### src/sv/swlf_pkg.sv
`timescale 1ns / 1ps

package swlf_pkg;

  localparam int unsigned CW = 17;
  localparam logic [CW-1:0] COURANT_RESET = 17'd6554;
  localparam logic signed [31:0] Q_MAX = 32'sh7FFF_FFFF;
  localparam logic signed [31:0] Q_MIN = -32'sh7FFF_FFFF - 32'sd1;
  localparam int unsigned DIV_STEPS = 31;

  typedef struct packed {
    logic signed [31:0] phi_in;
    logic signed [31:0] mom_in;
    logic               first_cell;
    logic               last_cell;
  } in_beat_t;

  typedef struct packed {
    logic signed [31:0] phi_out;
    logic signed [31:0] mom_out;
    logic               row_end;
    logic               bad_depth;
    logic               saturated;
  } out_beat_t;

  typedef struct packed {
    logic signed [31:0] value;
    logic               clip;
  } lf_res_t;

  // ((aL+aR)*2^16 - c*(bR-bL) + 2^16) >> 17, floor, then clip to 32 bits
  function automatic lf_res_t lf_round(input logic signed [32:0] asum,
                                       input logic signed [65:0] cprod);
    logic signed [67:0] x;
    logic signed [50:0] r;
    lf_res_t res;
    x = (68'(asum) <<< 16) - 68'(cprod) + 68'sd65536;
    r = 51'(x >>> 17);
    if (r > 51'(Q_MAX)) begin
      res.value = Q_MAX;
      res.clip  = 1'b1;
    end else if (r < 51'(Q_MIN)) begin
      res.value = Q_MIN;
      res.clip  = 1'b1;
    end else begin
      res.value = r[31:0];
      res.clip  = 1'b0;
    end
    return res;
  endfunction

endpackage

### src/sv/shallow_water_lax_friedrichs_row.sv
`timescale 1ns / 1ps

// One Lax-Friedrichs row step for 1-D shallow water, fed left to right one cell per input
// beat and giving the new row one cell behind; boundary cells are copied. While a beat is
// worked on, in_ready is low. It passes through the shared 33x33 multiplier for m*m and
// phi*phi, a set-up step and 31 steps of a radix-2 restoring divider for m*m/phi, the flux,
// the window shift and a return to idle. Each result beat adds an emit state and an inner
// cell adds multiplier and rounding steps for the two updates. A non-positive phi or an
// overflowing quotient skips the divider. Results leave through an output register, so the
// last result may wait while the next cell is worked on; a result still held there stalls
// the next emit. The user must write courant through courant_we/courant_data only while
// the block is idle; the block itself does not enforce it.
module shallow_water_lax_friedrichs_row import swlf_pkg::*; (
  input  logic              clk,
  input  logic              rst,
  input  logic              courant_we,
  input  logic [CW-1:0]     courant_data,
  input  logic              in_valid,
  output logic              in_ready,
  input  in_beat_t          in_data,
  output logic              out_valid,
  input  logic              out_ready,
  output out_beat_t         out_data
);

  typedef enum logic [3:0] {
    ST_IDLE, ST_MUL_MM, ST_MUL_PP, ST_DIV_INIT, ST_DIV, ST_FLUX,
    ST_UPD_P, ST_UPD_M, ST_UPD_N, ST_FINISH, ST_EMIT1, ST_EMIT2
  } state_t;

  state_t             state;
  logic [CW-1:0]      courant;

  logic signed [31:0] cur_phi, cur_mom;
  logic               cur_first, cur_last;
  logic signed [31:0] cur_flux;
  logic               cur_fsat;

  logic signed [31:0] phi_prev1, mom_prev1, flux_prev1;
  logic signed [31:0] phi_prev2, mom_prev2, flux_prev2;
  logic               fsat_prev1, fsat_prev2;
  logic [1:0]         cells_seen;

  logic signed [65:0] prod;
  logic signed [32:0] mul_a, mul_b;
  logic [62:0]        mm;
  logic [45:0]        psq;
  logic [30:0]        rem, dlo, quo;
  logic               qovf;
  logic [4:0]         cnt;

  lf_res_t            np, nm;
  out_beat_t          res1, res2;
  logic [1:0]         nres;

  logic [31:0]        rem_sh;
  logic               div_ge;
  logic [46:0]        fsum;
  logic               fclip;
  logic               row_open;
  lf_res_t            lf_now;

  always_comb begin
    mul_a = 33'(cur_mom);
    mul_b = 33'(cur_mom);
    unique case (state)
      ST_MUL_PP: begin
        mul_a = 33'(cur_phi);
        mul_b = 33'(cur_phi);
      end
      ST_UPD_P: begin
        mul_a = $signed({16'd0, courant});
        mul_b = 33'(cur_mom) - 33'(mom_prev2);
      end
      ST_UPD_M: begin
        mul_a = $signed({16'd0, courant});
        mul_b = 33'(cur_flux) - 33'(flux_prev2);
      end
      default: begin
        mul_a = 33'(cur_mom);
        mul_b = 33'(cur_mom);
      end
    endcase
  end

  assign rem_sh   = {1'b0, rem} << 1 | 32'(dlo[30]);
  assign div_ge   = rem_sh >= $unsigned(cur_phi);
  assign fsum     = 47'(quo) + 47'(psq);
  assign fclip    = qovf || (fsum > 47'(Q_MAX));
  assign row_open = !(cur_first || (cells_seen == 2'd0));
  assign lf_now   = (state == ST_UPD_M)
                    ? lf_round(33'(phi_prev2) + 33'(cur_phi), prod)
                    : lf_round(33'(mom_prev2) + 33'(cur_mom), prod);
  assign in_ready = (state == ST_IDLE);

  always_ff @(posedge clk) begin
    if (rst) begin
      state      <= ST_IDLE;
      courant    <= COURANT_RESET;
      cells_seen <= 2'd0;
      out_valid  <= 1'b0;
      phi_prev1  <= '0;
      mom_prev1  <= '0;
      flux_prev1 <= '0;
      phi_prev2  <= '0;
      mom_prev2  <= '0;
      flux_prev2 <= '0;
      fsat_prev1 <= 1'b0;
      fsat_prev2 <= 1'b0;
    end else begin
      if (courant_we) begin
        courant <= courant_data;
      end
      if (out_valid && out_ready && state != ST_EMIT1 && state != ST_EMIT2) begin
        out_valid <= 1'b0;
      end
      prod <= mul_a * mul_b;
      unique case (state)
        ST_IDLE: begin
          if (in_valid) begin
            cur_phi   <= in_data.phi_in;
            cur_mom   <= in_data.mom_in;
            cur_first <= in_data.first_cell;
            cur_last  <= in_data.last_cell;
            state     <= ST_MUL_MM;
          end
        end
        ST_MUL_MM: begin
          state <= ST_MUL_PP;
        end
        ST_MUL_PP: begin
          mm    <= prod[62:0];
          state <= ST_DIV_INIT;
        end
        ST_DIV_INIT: begin
          psq <= prod[62:17];
          quo <= '0;
          if (cur_phi <= 32'sd0) begin
            qovf  <= 1'b0;
            state <= ST_FLUX;
          end else if (mm[62:31] >= $unsigned(cur_phi)) begin
            qovf  <= 1'b1;
            state <= ST_FLUX;
          end else begin
            qovf  <= 1'b0;
            rem   <= mm[61:31];
            dlo   <= mm[30:0];
            cnt   <= 5'(DIV_STEPS - 1);
            state <= ST_DIV;
          end
        end
        ST_DIV: begin
          rem <= div_ge ? 31'(rem_sh - $unsigned(cur_phi)) : rem_sh[30:0];
          quo <= {quo[29:0], div_ge};
          dlo <= dlo << 1;
          cnt <= cnt - 5'd1;
          if (cnt == 5'd0) begin
            state <= ST_FLUX;
          end
        end
        ST_FLUX: begin
          cur_fsat <= fclip;
          cur_flux <= fclip ? Q_MAX : $signed(fsum[31:0]);
          state    <= (row_open && cells_seen == 2'd2) ? ST_UPD_P : ST_FINISH;
        end
        ST_UPD_P: begin
          state <= ST_UPD_M;
        end
        ST_UPD_M: begin
          np    <= lf_now;
          state <= ST_UPD_N;
        end
        ST_UPD_N: begin
          nm    <= lf_now;
          state <= ST_FINISH;
        end
        ST_FINISH: begin
          res2.phi_out   <= cur_phi;
          res2.mom_out   <= cur_mom;
          res2.row_end   <= 1'b1;
          res2.bad_depth <= 1'b0;
          res2.saturated <= 1'b0;
          if (!row_open) begin
            res1.phi_out   <= cur_phi;
            res1.mom_out   <= cur_mom;
            res1.row_end   <= 1'b1;
            res1.bad_depth <= 1'b0;
            res1.saturated <= 1'b0;
            nres           <= cur_last ? 2'd1 : 2'd0;
            cells_seen     <= cur_last ? 2'd0 : 2'd1;
          end else begin
            if (cells_seen == 2'd1) begin
              res1.phi_out   <= phi_prev1;
              res1.mom_out   <= mom_prev1;
              res1.bad_depth <= 1'b0;
              res1.saturated <= 1'b0;
            end else begin
              res1.phi_out   <= np.value;
              res1.mom_out   <= nm.value;
              res1.bad_depth <= (phi_prev2 <= 32'sd0) || (cur_phi <= 32'sd0);
              res1.saturated <= fsat_prev2 || cur_fsat || np.clip || nm.clip;
            end
            res1.row_end <= 1'b0;
            nres         <= cur_last ? 2'd2 : 2'd1;
            cells_seen   <= cur_last ? 2'd0 : 2'd2;
          end
          phi_prev2  <= phi_prev1;
          mom_prev2  <= mom_prev1;
          flux_prev2 <= flux_prev1;
          fsat_prev2 <= fsat_prev1;
          phi_prev1  <= cur_phi;
          mom_prev1  <= cur_mom;
          flux_prev1 <= cur_flux;
          fsat_prev1 <= cur_fsat;
          state      <= (row_open || cur_last) ? ST_EMIT1 : ST_IDLE;
        end
        ST_EMIT1: begin
          if (!out_valid || out_ready) begin
            out_data  <= res1;
            out_valid <= 1'b1;
            state     <= (nres == 2'd2) ? ST_EMIT2 : ST_IDLE;
          end
        end
        ST_EMIT2: begin
          if (!out_valid || out_ready) begin
            out_data  <= res2;
            out_valid <= 1'b1;
            state     <= ST_IDLE;
          end
        end
        default: begin
          state <= ST_IDLE;
        end
      endcase
    end
  end

endmodule

### config.mk
export PLATFORM = sky130hd
export DESIGN_NAME = shallow_water_lax_friedrichs_row
export DESIGN_NICKNAME = d
export VERILOG_FILES = /design/src/sv/swlf_pkg.sv /design/src/sv/shallow_water_lax_friedrichs_row.sv
export SDC_FILE = /design/constraint.sdc
export NUM_CORES = 2
export LEC_CHECK = 0
export ABC_CLOCK_PERIOD_IN_PS = 17000
export BUFFER_PORTS_ARGS = -buffer_cell sky130_fd_sc_hd__buf_2
export CORE_UTILIZATION = 55
export CTS_CLUSTER_SIZE = 8
export DETAILED_ROUTE_END_ITERATION = 8
export HOLD_SLACK_MARGIN = 0.02
export PLACE_DENSITY = 0.79
export SETUP_SLACK_MARGIN = 0.02
export SYNTH_ARGS = -nofsm -noshare
export SYNTH_HDL_FRONTEND = slang
export SYNTH_SLANG_ARGS = --single-unit
### constraint.sdc
create_clock -name clk -period 17 [get_ports clk]
set_clock_uncertainty 0.1 [all_clocks]
set_input_delay 3.4 -clock clk [delete_from_list [all_inputs] [get_ports clk]]
set_output_delay 3.4 -clock clk [all_outputs]
set_load 0.005 [all_outputs]
==> metrics.log <==
[metrics] most common library cells after synthesis: sky130_fd_sc_hd__nand2_1, sky130_fd_sc_hd__inv_1, sky130_fd_sc_hd__fa_1
[metrics] clock tree buffer depth: 3
[metrics] Die Y: 397 um
[metrics] total of fill cells in the finished design: 12,831
[metrics] uppermost layer routed: met5
[metrics] relative area change from synthesis to final layout: 7.98%
[metrics] Slew headroom: 0.0786
[metrics] simple-gate share of the synthesized area: 0.133
[metrics] final non-filler cell area: 92,700 um2
[metrics] main combinational cell family by area after synthesis: adder cells
[metrics] Overall Global Routing Usage: 0.368
[metrics] detailed route wirelength on metal2: 130,000 um
[metrics] Avg Inst Size Synth: 9.62 um2
[metrics] warnings from Yosys: 0
[metrics] detailed-route vias per instance: 6.08
[metrics] cell type contributing the most total cell area after synthesis: sky130_fd_sc_hd__fa_1
[metrics] number of core rows: 144
[metrics] class of the worst hold path: flip-flop to flip-flop
[metrics] clk_lat worst skew: 760 ps
[metrics] Required @ worst endpoint: 17,350 ps
[metrics] initial antenna violation count: 8
[metrics] setup TNS: 0 ps
[metrics] total grt overflow: 0
[metrics] Post-CTS Resized: 0
[metrics] fraction of final layout cells sized beyond drive strength 1: 0.0737
[metrics] number of max-slew violations in the final report: 0
[metrics] count of input and output buffers: 156
[metrics] number of detailed-route iterations in the first pass: 9
[metrics] total length of routed met3 wires: 32,100 um
[metrics] met1 wire length: 111,000 um
[metrics] total clock buffers created by CTS: 118
[metrics] Max H-tree Level: 3
[metrics] number of setup buffers added after CTS: 0
[metrics] synthesized instance count: 8,924
[metrics] netlist area before placement: 85,800 um2
[metrics] Placer Congestion: 1.03
[metrics] maximum clock frequency: 69.9 MHz
[metrics] global-route wire length before repair: 432,000 um
[metrics] area of the multi-input gates: 56,200 um2
[metrics] adder-cell share of the synthesized area: 0.357
[metrics] biggest fanout along the worst timing path: 31
[metrics] violated checks: design-rule violations
[metrics] Post-synth EDFFs: 639
[metrics] CP Data Arrival Time: 14,670 ps
[metrics] XOR/XNOR share of the synthesized area: 0.0321
[metrics] utilization after layout: 0.600
[metrics] clock tree from TritonCTS: done
[metrics] register cell area after layout: 23,600 um2
[metrics] endpoint type of the worst setup path: flip-flop
[metrics] multiplexer area fraction after synthesis: 0.0146
[metrics] Worst Setup Slack, final: 2680 ps
[metrics] post-cts hold buffer count: 0
[metrics] complex-gate fraction of the synthesized area: 0.114
[metrics] count of nets after finishing: 10,838
[metrics] Boundary Pins: 157
[metrics] library cell contributing the largest single delay on the critical path: sky130_fd_sc_hd__a2111oi_0
[metrics] startpoint kind of the worst setup timing path: flip-flop
[metrics] unrepaired setup endpoints after global routing: no
[metrics] critical path's most frequent cell: sky130_fd_sc_hd__fa_1
[metrics] Clock Tree Root: sky130_fd_sc_hd__clkbuf_16
[metrics] maximum number of pins on one net before global-route repair: 90
[metrics] count of cell types in the netlist: 97
[metrics] area enclosed by the die boundary: 158,000 um2
[metrics] DR vias: 67,651
[metrics] share of synthesized registers carrying an async set or reset: 0
[metrics] most common flop cell mapped by yosys: sky130_fd_sc_hd__edfxtp_1
[metrics] initial standard-cell utilization of the core: 0.556
[metrics] Routed wire per std cell: 26.0 um
[metrics] Die X: 397 um
[metrics] syn nets: 10,783
[metrics] transition time at the pin with the least slew margin: 1380 ps
[metrics] portion of the post-synthesis area used by sequential elements: 0.274
[metrics] clock period minus worst slack: 14,320 ps
[metrics] post-route ant nets: 0
[metrics] post-synthesis sequential element count: 857
[metrics] number of hold-slack violations in the final timing report: 0
[metrics] maximum capacitance violations: 0
[metrics] share of the synthesized area in the top cell type: 0.263
[metrics] CTS clock-pin slew for the worst setup and hold paths: 50 ps
[metrics] top-count cell post-synth: sky130_fd_sc_hd__nand2_1
[metrics] worst-case setup slack after placement: 2880 ps
[metrics] DP Area: 89,200 um2
[metrics] slowest cell delay on critical path: 880 ps
[metrics] via count of the first global-routing pass: 69,427
[metrics] area of the core region: 154,000 um2
[metrics] number of setup violations in the final report: 0
[metrics] total wirelength of the detailed-routed design: 290,000 um
[metrics] Synth area leaders: sky130_fd_sc_hd__fa_1, sky130_fd_sc_hd__edfxtp_1, sky130_fd_sc_hd__ha_1
[metrics] post-route DRC violation count: 48
[metrics] DRC violation total after the first TritonRoute iteration: 7,259
[metrics] detailed-placement wirelength estimate: 226,000 um
[metrics] share of the clock period used by the worst path after layout: 0.842
[metrics] startpoint-to-endpoint class of the critical path: flip-flop to flip-flop
[metrics] CTS Sinks: 857
[metrics] outcome: finished, violations left
-- flip-flops by register name (all words and copies together), names as in the netlist, 32 cells and up --
name / flops
cur_flux: 32
cur_mom: 32
cur_phi: 32
flux_prev1: 32
flux_prev2: 32
mm: 63
mom_prev1: 32
mom_prev2: 32
nm: 33
np: 33
out_data: 67
phi_prev1: 32
phi_prev2: 32
prod: 66
psq: 46
res1: 67
res2: 64
-- critical path: cells and delay by family (launching register included) --
family	cells	cell delay [ps]
AOI/OAI and AO/OA	17	6740
xor gates and xnor gates	2	230
DFF	1	540
buffers and inverters	5	360
adders and majority gates	11	5040
and+or+nand+nor	6	940
-- layout by cell type (no fill, tap or decap), types with 35 or more instances in the layout --
cell	synthesis	layout
sky130_fd_sc_hd__edfxtp_1	639	639
sky130_fd_sc_hd__nor4_1	35	35
sky130_fd_sc_hd__nand2_1	1528	1524
sky130_fd_sc_hd__nand2b_1	59	59
sky130_fd_sc_hd__dfxtp_1	218	217
sky130_fd_sc_hd__and2_1	80	79
sky130_fd_sc_hd__xor2_1	96	96
sky130_fd_sc_hd__clkbuf_16	0	119
sky130_fd_sc_hd__o22ai_1	45	44
sky130_fd_sc_hd__mux2_2	66	66
sky130_fd_sc_hd__nor2b_1	63	61
sky130_fd_sc_hd__clkbuf_1	340	87
sky130_fd_sc_hd__a22oi_1	74	73
sky130_fd_sc_hd__inv_1	1309	1308
sky130_fd_sc_hd__o21ai_0	261	253
sky130_fd_sc_hd__nand3_1	79	78
sky130_fd_sc_hd__nand4_1	42	42
sky130_fd_sc_hd__o21a_1	48	45
sky130_fd_sc_hd__mux2i_1	51	51
sky130_fd_sc_hd__ha_1	642	642
sky130_fd_sc_hd__buf_2	3	155
sky130_fd_sc_hd__fa_1	1129	1129
sky130_fd_sc_hd__nor3_1	127	124
sky130_fd_sc_hd__nor2_1	461	446
sky130_fd_sc_hd__a21o_1	167	166
sky130_fd_sc_hd__o21bai_1	57	56
sky130_fd_sc_hd__and3_1	68	67
sky130_fd_sc_hd__a21oi_1	553	549
sky130_fd_sc_hd__xnor2_1	219	219
sky130_fd_sc_hd__buf_4	5	156
-- metal layers --
layer | vias to the layer above | track usage
met5 | - | 0
met4 | 6 | 0.192
met3 | 744 | 0.0864
met2 | 3798 | 0.574
met1 | 33671 | 0.480
li1 | 29432 | -
-- final cells by class --
cell class                      instances  share of cell area
Timing Repair Buffer                  312              0.0212
Multi-Input combinational cell       6375               0.606
Inverter                             1315              0.0533
Antenna cell                            2           0.0000540
Tap cell                             2044              0.0276
Clock buffer                          207              0.0358
Sequential cell                       857               0.254
Clock inverter                          9             0.00178
-- metrics by stage --
stage,hold slack (ps),std cells
6_report,347,11121
5_1_grt,363,11119
3_5_place_dp,339,10903
2_1_floorplan,327,8924
3_3_place_gp,335,10903
4_1_cts,351,11119
-- logic make-up (layout without fill, tap and decap cells) --
family	count (synthesis)	count (layout)
AOI/OAI and AO/OA	1532	1532
xor gates and xnor gates	315	315
adders and majority gates	1771	1771
buffers and inverters	1692	1843
DFF	857	857
muxes	117	117
other	1	3
and+or+nand+nor	2639	2639
-- worst paths after layout --
path	slack (ps)	cells after the start	endpoint	from
setup / recovery	2680	41	prod[65]	cur_mom[0]
hold reg to reg	350	0	mm[9]	prod[9]
setup reg to reg	2680	41	prod[65]	cur_mom[0]
hold / removal	350	0	mm[9]	prod[9]
Power is left out: the tool's default activity adds up to more than one toggle a clock period on the data nets, which glitch-free logic cannot reach.
